--- src/rtl/scd_pkg.sv ---
`default_nettype none
package scd_pkg;

   localparam int CYL_W      = 16;
   localparam int MOVE_W     = 17;
   localparam int CSR_IDX_W  = 8;
   localparam int CSR_DATA_W = 17;

   localparam logic [CSR_IDX_W-1:0] CSR_START_HEAD     = 8'd0;
   localparam logic [CSR_IDX_W-1:0] CSR_DISK_CYLINDERS = 8'd1;
   localparam logic [CSR_IDX_W-1:0] CSR_SWEEP_UP       = 8'd2;

   typedef logic [CYL_W-1:0]      cyl_type;
   typedef logic [MOVE_W-1:0]     move_type;
   typedef logic [CSR_IDX_W-1:0]  csr_idx_type;
   typedef logic [CSR_DATA_W-1:0] csr_data_type;

   localparam cyl_type  START_HEAD_RESET = 16'd0;
   localparam cyl_type  END_CYL_RESET    = 16'd199;
   localparam cyl_type  END_CYL_MAX      = 16'hFFFF;
   localparam move_type MOVE_MAX         = 17'h1FFFF;

   typedef struct packed {
      cyl_type start_head;
      cyl_type end_cyl;
      logic    sweep_up;
   } cfg_type;

   function automatic cyl_type clamp_cyl(input cyl_type v, input cyl_type lim);
      return (v > lim) ? lim : v;
   endfunction

   // saturating running movement after a head move
   function automatic move_type add_travel(input move_type mov, input cyl_type from,
                                           input cyl_type to);
      cyl_type           gap;
      logic [MOVE_W:0]   sum;
      gap = (to > from) ? (to - from) : (from - to);
      sum = {1'b0, mov} + {2'b00, gap};
      return sum[MOVE_W] ? MOVE_MAX : sum[MOVE_W-1:0];
   endfunction

endpackage
`default_nettype wire

--- src/rtl/scd_if.sv ---
`default_nettype none
interface scd_req_if;
   import scd_pkg::*;
   logic    valid;
   logic    ready;
   cyl_type request_cylinder;
   logic    batch_end;
   modport source (output valid, output request_cylinder, output batch_end, input ready);
   modport sink   (input valid, input request_cylinder, input batch_end, output ready);
endinterface

interface scd_rsp_if;
   import scd_pkg::*;
   logic     valid;
   logic     ready;
   cyl_type  served_cylinder;
   move_type movement_so_far;
   logic     order_end;
   modport source (output valid, output served_cylinder, output movement_so_far,
                   output order_end, input ready);
   modport sink   (input valid, input served_cylinder, input movement_so_far,
                   input order_end, output ready);
endinterface

interface scd_csr_if;
   import scd_pkg::*;
   logic         valid;
   logic         ready;
   csr_idx_type  index;
   csr_data_type data;
   modport source (output valid, output index, output data, input ready);
   modport sink   (input valid, input index, input data, output ready);
endinterface
`default_nettype wire

--- src/rtl/scd_csr.sv ---
`default_nettype none
module scd_csr (
   input  logic             clock,
   input  logic             reset,
   scd_csr_if.sink          csr_ch,
   output scd_pkg::cfg_type cfg
);
   import scd_pkg::*;

   cfg_type cfg_ff;
   cfg_type cfg_in;
   logic    wr_fire;
   cyl_type end_cyl;

   assign csr_ch.ready = 1'b1;
   assign wr_fire      = csr_ch.valid && csr_ch.ready;
   assign cfg          = cfg_ff;

   // last usable cylinder, disk size clipped to 1..65536
   always_comb begin
      if (csr_ch.data == '0) begin
         end_cyl = '0;
      end else if (csr_ch.data[CSR_DATA_W-1]) begin
         end_cyl = END_CYL_MAX;
      end else begin
         end_cyl = csr_ch.data[CYL_W-1:0] - cyl_type'(1);
      end
   end

   always_comb begin
      cfg_in = cfg_ff;
      if (wr_fire) begin
         case (csr_ch.index)
            CSR_START_HEAD:     cfg_in.start_head = csr_ch.data[CYL_W-1:0];
            CSR_DISK_CYLINDERS: cfg_in.end_cyl    = end_cyl;
            CSR_SWEEP_UP:       cfg_in.sweep_up   = csr_ch.data[0];
            default:            cfg_in = cfg_ff;
         endcase
      end
   end

   always_ff @(posedge clock) begin
      if (reset) begin
         cfg_ff.start_head <= START_HEAD_RESET;
         cfg_ff.end_cyl    <= END_CYL_RESET;
         cfg_ff.sweep_up   <= 1'b1;
      end else begin
         cfg_ff <= cfg_in;
      end
   end

endmodule
`default_nettype wire

--- src/rtl/scd_store.sv ---
`default_nettype none
module scd_store #(
   parameter int DEPTH  = 64,
   parameter int ADDR_W = 6
) (
   input  logic                  clock,
   input  logic                  wr_en,
   input  logic [ADDR_W-1:0]     wr_addr,
   input  scd_pkg::cyl_type      wr_data,
   input  logic                  rd_en,
   input  logic [ADDR_W-1:0]     rd_addr,
   output scd_pkg::cyl_type      rd_data
);
   import scd_pkg::*;

   cyl_type mem [DEPTH];
   cyl_type rd_data_ff;

   assign rd_data = rd_data_ff;

   always_ff @(posedge clock) begin
      if (wr_en) begin
         mem[wr_addr] <= wr_data;
      end
   end

   always_ff @(posedge clock) begin
      if (rd_en) begin
         rd_data_ff <= mem[rd_addr];
      end
   end

endmodule
`default_nettype wire

--- src/rtl/scan_disk_scheduler.sv ---
`default_nettype none
// channel   dir  handshake       payload
// req_ch    in   valid/ready     request_cylinder[15:0], batch_end
// rsp_ch    out  valid/ready     served_cylinder[15:0], movement_so_far[16:0], order_end
// csr_ch    in   valid/ready     index[7:0], data[16:0]
//
// a request into an empty store is written directly, a request into a full store is dropped,
// else it is a sorted insert: each stored entry above it is shifted up, then it is written
// a batch end then reads every stored request to find the split point, then reads and serves
// each item of a group in turn, with group steps between groups and a travel step to an end
// the store has one read and one write port, read data registered
// reset is synchronous; the store needs no clearing, only entries below the count are read
// a stalled rsp_ch holds the sequencer; csr_ch is always ready
module scan_disk_scheduler #(
   parameter int MAX_REQUESTS = 64
) (
   input  logic       clock,
   input  logic       reset,
   scd_req_if.sink    req_ch,
   scd_rsp_if.source  rsp_ch,
   scd_csr_if.sink    csr_ch
);
   import scd_pkg::*;

   localparam int ADDR_W = $clog2(MAX_REQUESTS);
   localparam int CNT_W  = $clog2(MAX_REQUESTS + 1);
   localparam logic [CNT_W-1:0] CNT_MAX = CNT_W'(MAX_REQUESTS);
   localparam logic [CNT_W-1:0] CNT_ONE = CNT_W'(1);

   typedef enum logic [3:0] {
      S_IDLE, S_SHIFT, S_PLACE, S_SPLIT_RD, S_SPLIT_CMP,
      S_GROUP, S_RD, S_EMIT, S_NEXT, S_TRAVEL
   } state_type;

   cfg_type cfg;

   state_type         state_ff, state_in;
   logic [CNT_W-1:0]  count_ff, count_in;
   logic [CNT_W-1:0]  split_ff, split_in;
   logic [CNT_W-1:0]  rem_ff, rem_in;
   logic [ADDR_W-1:0] idx_ff, idx_in;
   cyl_type           val_ff, val_in;
   logic              last_ff, last_in;
   logic              second_ff, second_in;
   cyl_type           head_ff, head_in;
   move_type          mov_ff, mov_in;
   logic              rsp_valid_ff, rsp_valid_in;
   cyl_type           rsp_cyl_ff, rsp_cyl_in;
   move_type          rsp_mov_ff, rsp_mov_in;
   logic              rsp_end_ff, rsp_end_in;

   logic              mem_we, mem_re;
   logic [ADDR_W-1:0] mem_waddr, mem_raddr;
   cyl_type           mem_wdata, mem_rdata;

   logic              req_fire, emit_fire, ins_done, serve_start, use_upper;
   logic [CNT_W-1:0]  other_cnt;
   cyl_type           cur_cyl, travel_cyl;

   scd_csr u_csr (
      .clock  (clock),
      .reset  (reset),
      .csr_ch (csr_ch),
      .cfg    (cfg)
   );

   scd_store #(
      .DEPTH  (MAX_REQUESTS),
      .ADDR_W (ADDR_W)
   ) u_store (
      .clock   (clock),
      .wr_en   (mem_we),
      .wr_addr (mem_waddr),
      .wr_data (mem_wdata),
      .rd_en   (mem_re),
      .rd_addr (mem_raddr),
      .rd_data (mem_rdata)
   );

   assign req_ch.ready           = (state_ff == S_IDLE);
   assign req_fire               = req_ch.valid && req_ch.ready;
   assign rsp_ch.valid           = rsp_valid_ff;
   assign rsp_ch.served_cylinder = rsp_cyl_ff;
   assign rsp_ch.movement_so_far = rsp_mov_ff;
   assign rsp_ch.order_end       = rsp_end_ff;

   assign use_upper  = cfg.sweep_up ^ second_ff;
   assign other_cnt  = use_upper ? split_ff : (count_ff - split_ff);
   assign cur_cyl    = clamp_cyl(mem_rdata, cfg.end_cyl);
   assign travel_cyl = cfg.sweep_up ? cfg.end_cyl : '0;

   always_comb begin
      state_in     = state_ff;
      count_in     = count_ff;
      split_in     = split_ff;
      rem_in       = rem_ff;
      idx_in       = idx_ff;
      val_in       = val_ff;
      last_in      = last_ff;
      second_in    = second_ff;
      head_in      = head_ff;
      mov_in       = mov_ff;
      rsp_valid_in = rsp_valid_ff && !rsp_ch.ready;
      rsp_cyl_in   = rsp_cyl_ff;
      rsp_mov_in   = rsp_mov_ff;
      rsp_end_in   = rsp_end_ff;
      mem_we       = 1'b0;
      mem_waddr    = idx_ff;
      mem_wdata    = val_ff;
      mem_re       = 1'b0;
      mem_raddr    = idx_ff;
      emit_fire    = 1'b0;
      ins_done     = 1'b0;
      serve_start  = 1'b0;

      case (state_ff)
         S_IDLE: begin
            if (req_fire) begin
               val_in  = req_ch.request_cylinder;
               last_in = req_ch.batch_end;
               if (count_ff == CNT_MAX) begin
                  serve_start = req_ch.batch_end;
               end else if (count_ff == '0) begin
                  mem_we      = 1'b1;
                  mem_waddr   = '0;
                  mem_wdata   = req_ch.request_cylinder;
                  count_in    = CNT_ONE;
                  serve_start = req_ch.batch_end;
               end else begin
                  mem_re    = 1'b1;
                  mem_raddr = ADDR_W'(count_ff - CNT_ONE);
                  idx_in    = count_ff[ADDR_W-1:0];
                  state_in  = S_SHIFT;
               end
            end
         end
         S_SHIFT: begin
            mem_we    = 1'b1;
            mem_waddr = idx_ff;
            if (mem_rdata > val_ff) begin
               mem_wdata = mem_rdata;
               if (idx_ff == ADDR_W'(1)) begin
                  state_in = S_PLACE;
               end else begin
                  mem_re    = 1'b1;
                  mem_raddr = idx_ff - ADDR_W'(2);
                  idx_in    = idx_ff - ADDR_W'(1);
               end
            end else begin
               mem_wdata = val_ff;
               ins_done  = 1'b1;
            end
         end
         S_PLACE: begin
            mem_we    = 1'b1;
            mem_waddr = '0;
            mem_wdata = val_ff;
            ins_done  = 1'b1;
         end
         S_SPLIT_RD: begin
            mem_re   = 1'b1;
            state_in = S_SPLIT_CMP;
         end
         S_SPLIT_CMP: begin
            if (cur_cyl <= head_ff) begin
               split_in = split_ff + CNT_ONE;
            end
            if (CNT_W'(idx_ff) + CNT_ONE == count_ff) begin
               state_in = S_GROUP;
            end else begin
               idx_in   = idx_ff + ADDR_W'(1);
               state_in = S_SPLIT_RD;
            end
         end
         S_GROUP: begin
            if (use_upper) begin
               idx_in = split_ff[ADDR_W-1:0];
               rem_in = count_ff - split_ff;
            end else begin
               idx_in = ADDR_W'(split_ff - CNT_ONE);
               rem_in = split_ff;
            end
            state_in = (rem_in == '0) ? S_NEXT : S_RD;
         end
         S_RD: begin
            mem_re   = 1'b1;
            state_in = S_EMIT;
         end
         S_EMIT: begin
            if (!rsp_valid_ff || rsp_ch.ready) begin
               emit_fire    = 1'b1;
               head_in      = cur_cyl;
               mov_in       = add_travel(mov_ff, head_ff, cur_cyl);
               rsp_valid_in = 1'b1;
               rsp_cyl_in   = cur_cyl;
               rsp_mov_in   = mov_in;
               rsp_end_in   = (rem_ff == CNT_ONE) && (second_ff || other_cnt == '0);
               rem_in       = rem_ff - CNT_ONE;
               if (rem_ff == CNT_ONE) begin
                  state_in = S_NEXT;
               end else begin
                  idx_in   = use_upper ? (idx_ff + ADDR_W'(1)) : (idx_ff - ADDR_W'(1));
                  state_in = S_RD;
               end
            end
         end
         S_NEXT: begin
            if (!second_ff && other_cnt != '0) begin
               second_in = 1'b1;
               state_in  = S_TRAVEL;
            end else begin
               count_in = '0;
               state_in = S_IDLE;
            end
         end
         S_TRAVEL: begin
            head_in  = travel_cyl;
            mov_in   = add_travel(mov_ff, head_ff, travel_cyl);
            state_in = S_GROUP;
         end
         default: begin
            state_in = S_IDLE;
         end
      endcase

      if (ins_done) begin
         count_in = count_ff + CNT_ONE;
         if (last_ff) begin
            serve_start = 1'b1;
         end else begin
            state_in = S_IDLE;
         end
      end

      if (serve_start) begin
         state_in  = S_SPLIT_RD;
         head_in   = cfg.start_head;
         mov_in    = '0;
         idx_in    = '0;
         split_in  = '0;
         second_in = 1'b0;
      end
   end

   always_ff @(posedge clock) begin
      if (reset) begin
         state_ff     <= S_IDLE;
         count_ff     <= '0;
         rsp_valid_ff <= 1'b0;
      end else begin
         state_ff     <= state_in;
         count_ff     <= count_in;
         rsp_valid_ff <= rsp_valid_in;
      end
      split_ff   <= split_in;
      rem_ff     <= rem_in;
      idx_ff     <= idx_in;
      val_ff     <= val_in;
      last_ff    <= last_in;
      second_ff  <= second_in;
      head_ff    <= head_in;
      mov_ff     <= mov_in;
      rsp_cyl_ff <= rsp_cyl_in;
      rsp_mov_ff <= rsp_mov_in;
      rsp_end_ff <= rsp_end_in;
   end

   a_count_bound: assert property (@(posedge clock) disable iff (reset)
      count_ff <= CNT_MAX)
      else $error("request count beyond store depth");

   a_head_follows: assert property (@(posedge clock) disable iff (reset)
      emit_fire |=> head_ff == rsp_cyl_ff)
      else $error("head position does not match served cylinder");

   a_end_to_idle: assert property (@(posedge clock) disable iff (reset)
      emit_fire && rsp_end_in |=> state_ff == S_NEXT ##1 (state_ff == S_IDLE && count_ff == '0))
      else $error("batch not closed after last served item");

   a_rem_nonzero: assert property (@(posedge clock) disable iff (reset)
      (state_ff == S_RD || state_ff == S_EMIT) |-> rem_ff != '0)
      else $error("read issued with no item left in group");

endmodule
`default_nettype wire

--- src/flat_wrapper.sv ---
// flat-port wrapper written by rule: the top's interface ports become plain ports
module scan_disk_scheduler_flat import scd_pkg::*;
#(
   parameter int MAX_REQUESTS = 64
)
  (clock, reset, req_ch_valid, req_ch_request_cylinder, req_ch_batch_end, req_ch_ready, rsp_ch_valid, rsp_ch_served_cylinder, rsp_ch_movement_so_far, rsp_ch_order_end, rsp_ch_ready, csr_ch_valid, csr_ch_index, csr_ch_data, csr_ch_ready);
  scd_req_if req_ch_i ();
  scd_rsp_if rsp_ch_i ();
  scd_csr_if csr_ch_i ();
  input  logic clock;
  input  logic reset;
  input wire logic [$bits(req_ch_i.valid)-1:0] req_ch_valid;
  input wire logic [$bits(req_ch_i.request_cylinder)-1:0] req_ch_request_cylinder;
  input wire logic [$bits(req_ch_i.batch_end)-1:0] req_ch_batch_end;
  output wire logic [$bits(req_ch_i.ready)-1:0] req_ch_ready;
  output wire logic [$bits(rsp_ch_i.valid)-1:0] rsp_ch_valid;
  output wire logic [$bits(rsp_ch_i.served_cylinder)-1:0] rsp_ch_served_cylinder;
  output wire logic [$bits(rsp_ch_i.movement_so_far)-1:0] rsp_ch_movement_so_far;
  output wire logic [$bits(rsp_ch_i.order_end)-1:0] rsp_ch_order_end;
  input wire logic [$bits(rsp_ch_i.ready)-1:0] rsp_ch_ready;
  input wire logic [$bits(csr_ch_i.valid)-1:0] csr_ch_valid;
  input wire logic [$bits(csr_ch_i.index)-1:0] csr_ch_index;
  input wire logic [$bits(csr_ch_i.data)-1:0] csr_ch_data;
  output wire logic [$bits(csr_ch_i.ready)-1:0] csr_ch_ready;
  assign req_ch_i.valid = req_ch_valid;
  assign req_ch_i.request_cylinder = req_ch_request_cylinder;
  assign req_ch_i.batch_end = req_ch_batch_end;
  assign req_ch_ready = req_ch_i.ready;
  assign rsp_ch_valid = rsp_ch_i.valid;
  assign rsp_ch_served_cylinder = rsp_ch_i.served_cylinder;
  assign rsp_ch_movement_so_far = rsp_ch_i.movement_so_far;
  assign rsp_ch_order_end = rsp_ch_i.order_end;
  assign rsp_ch_i.ready = rsp_ch_ready;
  assign csr_ch_i.valid = csr_ch_valid;
  assign csr_ch_i.index = csr_ch_index;
  assign csr_ch_i.data = csr_ch_data;
  assign csr_ch_ready = csr_ch_i.ready;
  scan_disk_scheduler #(.MAX_REQUESTS(MAX_REQUESTS)) u_core (.clock(clock), .reset(reset), .req_ch(req_ch_i), .rsp_ch(rsp_ch_i), .csr_ch(csr_ch_i));
endmodule
--- config.mk ---
export PLATFORM = sky130hd
export DESIGN_NAME = scan_disk_scheduler_flat
export DESIGN_NICKNAME = d
export VERILOG_FILES = /design/src/rtl/scd_pkg.sv /design/src/rtl/scd_if.sv /design/src/rtl/scd_csr.sv /design/src/rtl/scd_store.sv /design/src/rtl/scan_disk_scheduler.sv /design/src/flat_wrapper.sv
export SDC_FILE = /design/constraint.sdc
export NUM_CORES = 2
export LEC_CHECK = 0
export BUFFER_PORTS_ARGS = -buffer_cell sky130_fd_sc_hd__buf_2
export CAP_MARGIN = 20
export CORE_ASPECT_RATIO = 1.4
export CORE_MARGIN = 5
export CORE_UTILIZATION = 64
export CTS_BUF_LIST = sky130_fd_sc_hd__clkbuf_8
export DETAILED_ROUTE_END_ITERATION = 10
export PLACE_DENSITY_LB_ADDON = 0.3
export SETUP_SLACK_MARGIN = 0.15
export SLEW_MARGIN = 20
export SYNTH_ARGS = -nofsm -noshare
export SYNTH_HDL_FRONTEND = slang
export SYNTH_SLANG_ARGS = --single-unit
--- constraint.sdc ---
create_clock -name clock -period 23.1 [get_ports clock]
set_clock_uncertainty 0.15 [all_clocks]
set_input_delay 6.93 -clock clock [delete_from_list [all_inputs] [get_ports clock]]
set_output_delay 6.93 -clock clock [all_outputs]
set_load 0.01 [all_outputs]
## After elaboration in Yosys (flattened, before gate mapping)

Memories as Yosys holds them, arrays and structs flattened. A register that Yosys moved wholly into a read port is not among the register bits.
Index checks and enable logic that the tools add are counted.

- $lt $le $gt $ge: 5
- Multiplexer cells: 86
- Equal/unequal tests: 28
- Reductions and logical operators: 36
- $add $sub $neg: 17
- Bitwise gates (word level): 1

Operators with widths:

| operator | number |
|---|---|
| two-way mux 16 bit | 12 |
| two-way mux 6 bit | 18 |
| greater-than comparator 16 bit | 4 |
| case mux 16 bit (2 select lines) | 2 |
| subtractor 16 bit | 4 |
| two-way mux 7 bit | 9 |
| two-way mux 17 bit | 3 |
| two-way mux 4 bit | 11 |
| case mux 4 bit (10 select lines) | 1 |
| adder 17 x 16 -> 18 bit | 2 |
| case mux 17 bit (2 select lines) | 1 |
| case mux 6 bit (5 select lines) | 1 |
| case mux 7 bit (2 select lines) | 2 |
| case mux 6 bit (2 select lines) | 2 |
| logical NOT 7 bit | 3 |
| AND reduction 2 bit | 10 |
| two-way mux 1 bit | 19 |
| subtractor 6 x 1 -> 6 bit (second input constant) | 3 |
| logical NOT 17 bit | 1 |
| == test 4 x 3 -> 1 bit (second input constant) | 4 |
| <= comparator 16 bit | 1 |
| subtractor 16 x 1 -> 16 bit (second input constant) | 1 |
| adder 7 x 1 -> 7 bit (second input constant) | 2 |
| inequality test 2 bit (second input constant) | 6 |
| other kinds (35) | 51 |

- Register bits after elaboration: 150
- Input port bits: 47
- Bits in writable memories: 1024
- Word-level logic and storage cells: 192
- Memories: 1

Memory list:

| memory | words | width | rd ports | clocked after Yosys merged registers in | write ports | line | RTL |
|---|---|---|---|---|---|---|---|
| u_core.u_store.mem | 64 | 16 | 1 | 1 | 1 | scd_store.sv:16 | `cyl_type mem [DEPTH];` |

## Longest topological paths before layout

- Depth in word-level cells: 9
- Depth in mapped cells: 38
- Mapped depth without buffers: 35

## Modules after synthesis

Synthesis repeated with hierarchy kept, for this count alone.

- Cells, all modules: 3479
- Area, all modules: 53617.7 µm²

By module, submodules not included:

| module | seq. area each (µm²) | area each (µm²) | times used | cells an instance |
|---|---|---|---|---|
| scd_store | 31230.0 | 40073.4 | 1 | 1818 |
| scan_disk_scheduler | 3083.0 | 11956.5 | 1 | 1467 |
| scd_csr | 660.6 | 1587.8 | 1 | 194 |

## Least setup slack after synthesis

No wires, ideal clock.

- Kind: input port to flip-flop
- Start: input port req_ch_valid
- End: memory u_core.u_store.mem[35][0] in the netlist's numbering, enable pin
- Arrival time: 9.177 ns
- Stages on the path: 5
- Setup slack: 13.342 ns
- Library setup time: 0.431 ns
- Data required time: 22.519 ns
- Cells stage by stage: nand2_1 > nor3_1 > clkbuf_1 > o21a_1 > nor4_1

- Word-level cells in the longest chain between the ends: 5
- Elaborated cells between the ends (all ways): 7

Ends and longest elaborated chain:

| what | line | RTL |
|---|---|---|
| from (decl) | flat_wrapper.sv:12 | `input wire logic [$bits(req_ch_i.valid)-1:0] req_ch_valid;` |
| logical AND 1 bit (*) | scan_disk_scheduler.sv:81 | `assign req_fire = req_ch.valid && req_ch.ready;` |
| two-way mux 1 bit | scan_disk_scheduler.sv:118 | `if (req_fire) begin` |
| case mux 1 bit (2 select lines) | scan_disk_scheduler.sv:116 | `case (state_ff)` |
| two-way mux 1 bit | scd_store.sv:22 | `if (wr_en) begin` |
| two-way mux 1 bit (implied by the code) | scd_store.sv:23 | `mem[wr_addr] <= wr_data;` |
| to (decl) | scd_store.sv:16 |  |

Mark *: on every way between the ends. The rest lies on a longest branch, timed or not.

## Worst setup path in the final report

- Start: input port req_ch_valid
- End: register u_core.u_store.rd_data_ff[8], in the netlist u_core.u_store.rd_data[8] (read register of u_core.u_store.mem), data pin

- Word-level cells in the longest chain between the ends: 3
- Elaborated cells between the ends (all ways): 5

Ends and longest elaborated chain:

| what | line | RTL |
|---|---|---|
| logical AND 1 bit (*) | scan_disk_scheduler.sv:81 |  |
| two-way mux 1 bit or two-way mux 6 bit (tied branches) | scan_disk_scheduler.sv:118 |  |
| case mux 1 bit (3 select lines) or case mux 6 bit (2 select lines) (tied branches) | scan_disk_scheduler.sv:116 |  |
| to (decl) | scd_store.sv:17 | `cyl_type rd_data_ff;` |

Marked as above.
A chain may end at the register's enable or synchronous reset.

==> results.toml <==
[synth]
post_synth_most_frequent_cells = "edfxtp_1, nand2_1, mux2i_1, nor2_1, a21oi_1"
synth_cell_types = 89
syn_avg_cell_area_um2 = 12.5
synth.ff_latch_count = 1190
synth_area_um2 = 55000
synth_fp_nets = 4591
synth_edf_count = 1114
ys.flop_type = "edfxtp_1"
yosysSeqAreaShare = 0.636
synth_top_area_cell = "edfxtp_1"
synthArstFlopShare = 0
synth.area.top_cells = "edfxtp_1, mux2i_1, nand2_1"
yosysMostFrequentCell = "edfxtp_1"
yosysTopAreaCellShare = 0.608
synthCells = 4392
synth.yosys.warnings = 0

[global_routing]
gr-usage-all-layers = 0.304
overflow = 0
grt_max_degree = 193
grt_first_pass_wirelength_mm = 212
grt_antenna_before_repair = 3
grt_pass1_vias = 36000

[drt]
vias = 36700
drt-initial-drc-count = 4104
viasPerCell = 6.41
routedWlPerCell_um = 24.9
drc = 0
ant_nets = 0
wl_mm = 142
drtPass1Iterations = 7

[sta]
hold_viol_final = 0
setup_viol = 0
fin_crit_ps = 11000
holdWs_ps = 302
max_freq_mhz = 90.9
worstMarginPinSlew_ps = 1200
tns_ps = 0
slew_headroom = 0.194
slew_viol_final = 0
post-route-period-util = 0.476
rsz0062_at_grt = "false"

[worst_setup_path]
critical_path_arrival_ps = 11400
r2r-start = "u_core.u_store.rd_data[3]$_DFFE_PP_"
rr_endpoint = "u_core.mov_ff[8]$_SDFFE_PN0P_"
cp.required_ps = 23510
critPathSlowestCell = "buf_4"
r2r_setup_slack_ps = 13290
crit_type = "in2reg"
crit_fanout = 192
reg2regPathDepth = 35
crit_family = "buffers and inverters"
start_kind = "input pin"
critPathMaxStageDelay_ps = 900
crit_chain = "buf_2, nand3_4, nand2_1, a21boi_4, buf_12, buf_12, buf_4, mux2i_1, mux2i_1, mux2i_1, mux2i_1, a32oi_1, o221ai_1"
cp-end-kind = "flop"
cp.depth = 13
setup.worst_path.start = "req_ch_valid"
cpMostUsedCell = "mux2i_1"
endpoint = "u_core.u_store.rd_data[8]$_DFFE_PP_"
timing.critical_path.buf_inv = 4

[floorplanning]
start_util = 0.643
fp.dieW_um = 258
die_h_um = 357
io_pins = 84
dieArea_um2 = 92000
core_area_um2 = 85500
rows = 127

[cells_and_area]
multiInputGateArea_um2 = 18300
area_growth_pct = 8.31
regArea_um2 = 35000
fin_cells = 5726
nets = 4684
finish.utilization = 0.697
drive_gt1_frac = 0.101
num-fill-cells = 5884

[pwr]
power.leakage_nw = 22.1
power_density_nw_per_um2 = 155
peakVddDrop_v = 0.000137
p_total_mw = 9.25

[clock_network]
root_buffer = "clkbuf_8"
insertion_delay_ps = 860
htree_levels = 4
cts_hold_buf = 0
path_clk_slew_ps = 60
cts_buffer_depth = 3
cts_made_buffers = 169
cts_sinks = 1190
cts_setup_buffers = 0
ctsResizeCount = 0
tritoncts = "built"

[status]
outcome = "finished, final reports clean"

[placement]
gp_congestion = 1.00
dp_hpwl_mm = 89.1
port_buffers = 82
dp.cells = 5408

[hold_path]
hold_path.class = "reg2reg"

[job]
drv_cap = 0
## cell families (layout without fill, tap and decap cells)
family | after synthesis | count (layout) | share of synthesized area
compound gates | 826 | 826 | 0.107
flops | 1190 | 1190 | 0.636
other cells | 1 | 4 | 0.0000682
xor+xnor | 106 | 106 | 0.0169
fa+ha+maj | 152 | 152 | 0.0355
simple gates | 1389 | 1389 | 0.114
buf+inv | 412 | 647 | 0.0330
mux | 316 | 316 | 0.0578
## layer usage
layer  track usage  wire length, um  vias to the layer above
met3        0.0587            11600                      486
li1              -                -                    16600
met4         0.225            12500                        4
met1         0.354            49400                    17800
met5             0               27                        -
met2         0.505            68900                     1844
## worst register-to-register path: cells and delay by family, from the launching register on
kind                     cells  cell delay [ps]
AO/OA/AOI/OAI               17             4000
XOR/XNOR                     1              560
AND/OR/NAND/NOR              9             1630
adder cells (fa/ha/maj)      3             1170
flip-flops                   1              600
buffers and inverters        3              730
multiplexers                 2              870
## layout make-up
| cell class | count | area share |
|---|---|---|
| inverters | 147 | 0.00945 |
| clock inverters | 139 | 0.0117 |
| multi-input cells | 2790 | 0.307 |
| flip-flops and latches | 1190 | 0.587 |
| repair buffers | 187 | 0.0214 |
| diodes | 3 | 0.000126 |
| well taps | 1096 | 0.0230 |
| clock buffers | 174 | 0.0402 |
## worst min-delay path by stage
stage	from	to	slack (ps)	cells past startpoint
finish	u_core.u_csr.cfg[26]$_SDFFE_PP0P_	u_core.u_csr.cfg[26]$_SDFFE_PP0P_	300	2
detailed placement	u_core.u_csr.cfg[26]$_SDFFE_PP0P_	u_core.u_csr.cfg[26]$_SDFFE_PP0P_	290	2
CTS	u_core.u_csr.cfg[26]$_SDFFE_PP0P_	u_core.u_csr.cfg[26]$_SDFFE_PP0P_	300	2
global route	u_core.u_csr.cfg[28]$_SDFFE_PP0P_	u_core.u_csr.cfg[28]$_SDFFE_PP0P_	330	2
floorplan	u_core.u_csr.cfg[26]$_SDFFE_PP0P_	u_core.u_csr.cfg[26]$_SDFFE_PP0P_	280	2
global placement	u_core.u_csr.cfg[32]$_SDFFE_PP0P_	u_core.u_csr.cfg[32]$_SDFFE_PP0P_	290	2
## metrics by stage
stage	cell area (um^2)	setup WS (ps)
3_3_place_gp	56400	11310
2_1_floorplan	55000	13340
6_report	59600	12100
3_5_place_dp	56400	11250
5_1_grt	59600	11820
4_1_cts	59500	12150
## placed cells by master, fill, tap and decap left out, types with 12 or more instances in the layout
cell      netlist  final
edfxtp_1     1114   1114
nand2_1       740    740
mux2i_1       303    303
inv_1         144    182
clkbuf_8        0    174
nor2_1        162    158
a21oi_1       147    147
ha_1          145    145
nand3_1       144    144
a211oi_1      143    143
and2_1        102    102
o21ai_0       102    101
buf_4          19     99
a311oi_1       94     94
buf_2         118     82
o211ai_1       76     76
dfxtp_1        76     76
xnor2_1        60     60
a21o_1         52     52
clkinv_1        2     49
xor2_1         46     46
nor3_1         41     39
a31oi_1        35     34
nand2b_1       34     34
clkinv_2        0     30
nor2b_1        29     29
or3_1          29     29
nand4_1        28     28
o31ai_1        24     24
a22oi_1        19     19
a222oi_1       17     17
and2_0         17     17
o221ai_1       15     15
mux2_2         13     13
a32oi_1        13     13
nor4_1         14     12
o21a_1         13     12
## power breakdown
part	total, mW	internal [mW]	switching [mW]
registers	3.06	2.95	0.114
logic	4.66	1.42	3.24
clock network	1.52	0.739	0.785
## registers in the layout, summed over array words and instances, names as in the netlist
| register | flops |
|---|---|
| u_core.rsp_ch.movement_so_far | 17 |
| u_core.rsp_ch.valid | 1 |
| u_core.u_csr.cfg | 33 |
| u_core.last_ff | 1 |
| u_core.idx_ff | 6 |
| u_core.val_ff | 16 |
| u_core.head_ff | 16 |
| u_core.rsp_ch.order_end | 1 |
| u_core.mov_ff | 17 |
| u_core.u_store.rd_data | 16 |
| u_core.rsp_ch.served_cylinder | 16 |
| u_core.second_ff | 1 |
| u_core.rem_ff | 7 |
| u_core.u_store.mem | 1024 |
| u_core.split_ff | 7 |
| u_core.count_ff | 7 |
| u_core.state_ff | 4 |
Note: power is estimated with default switching activity, not from simulation.
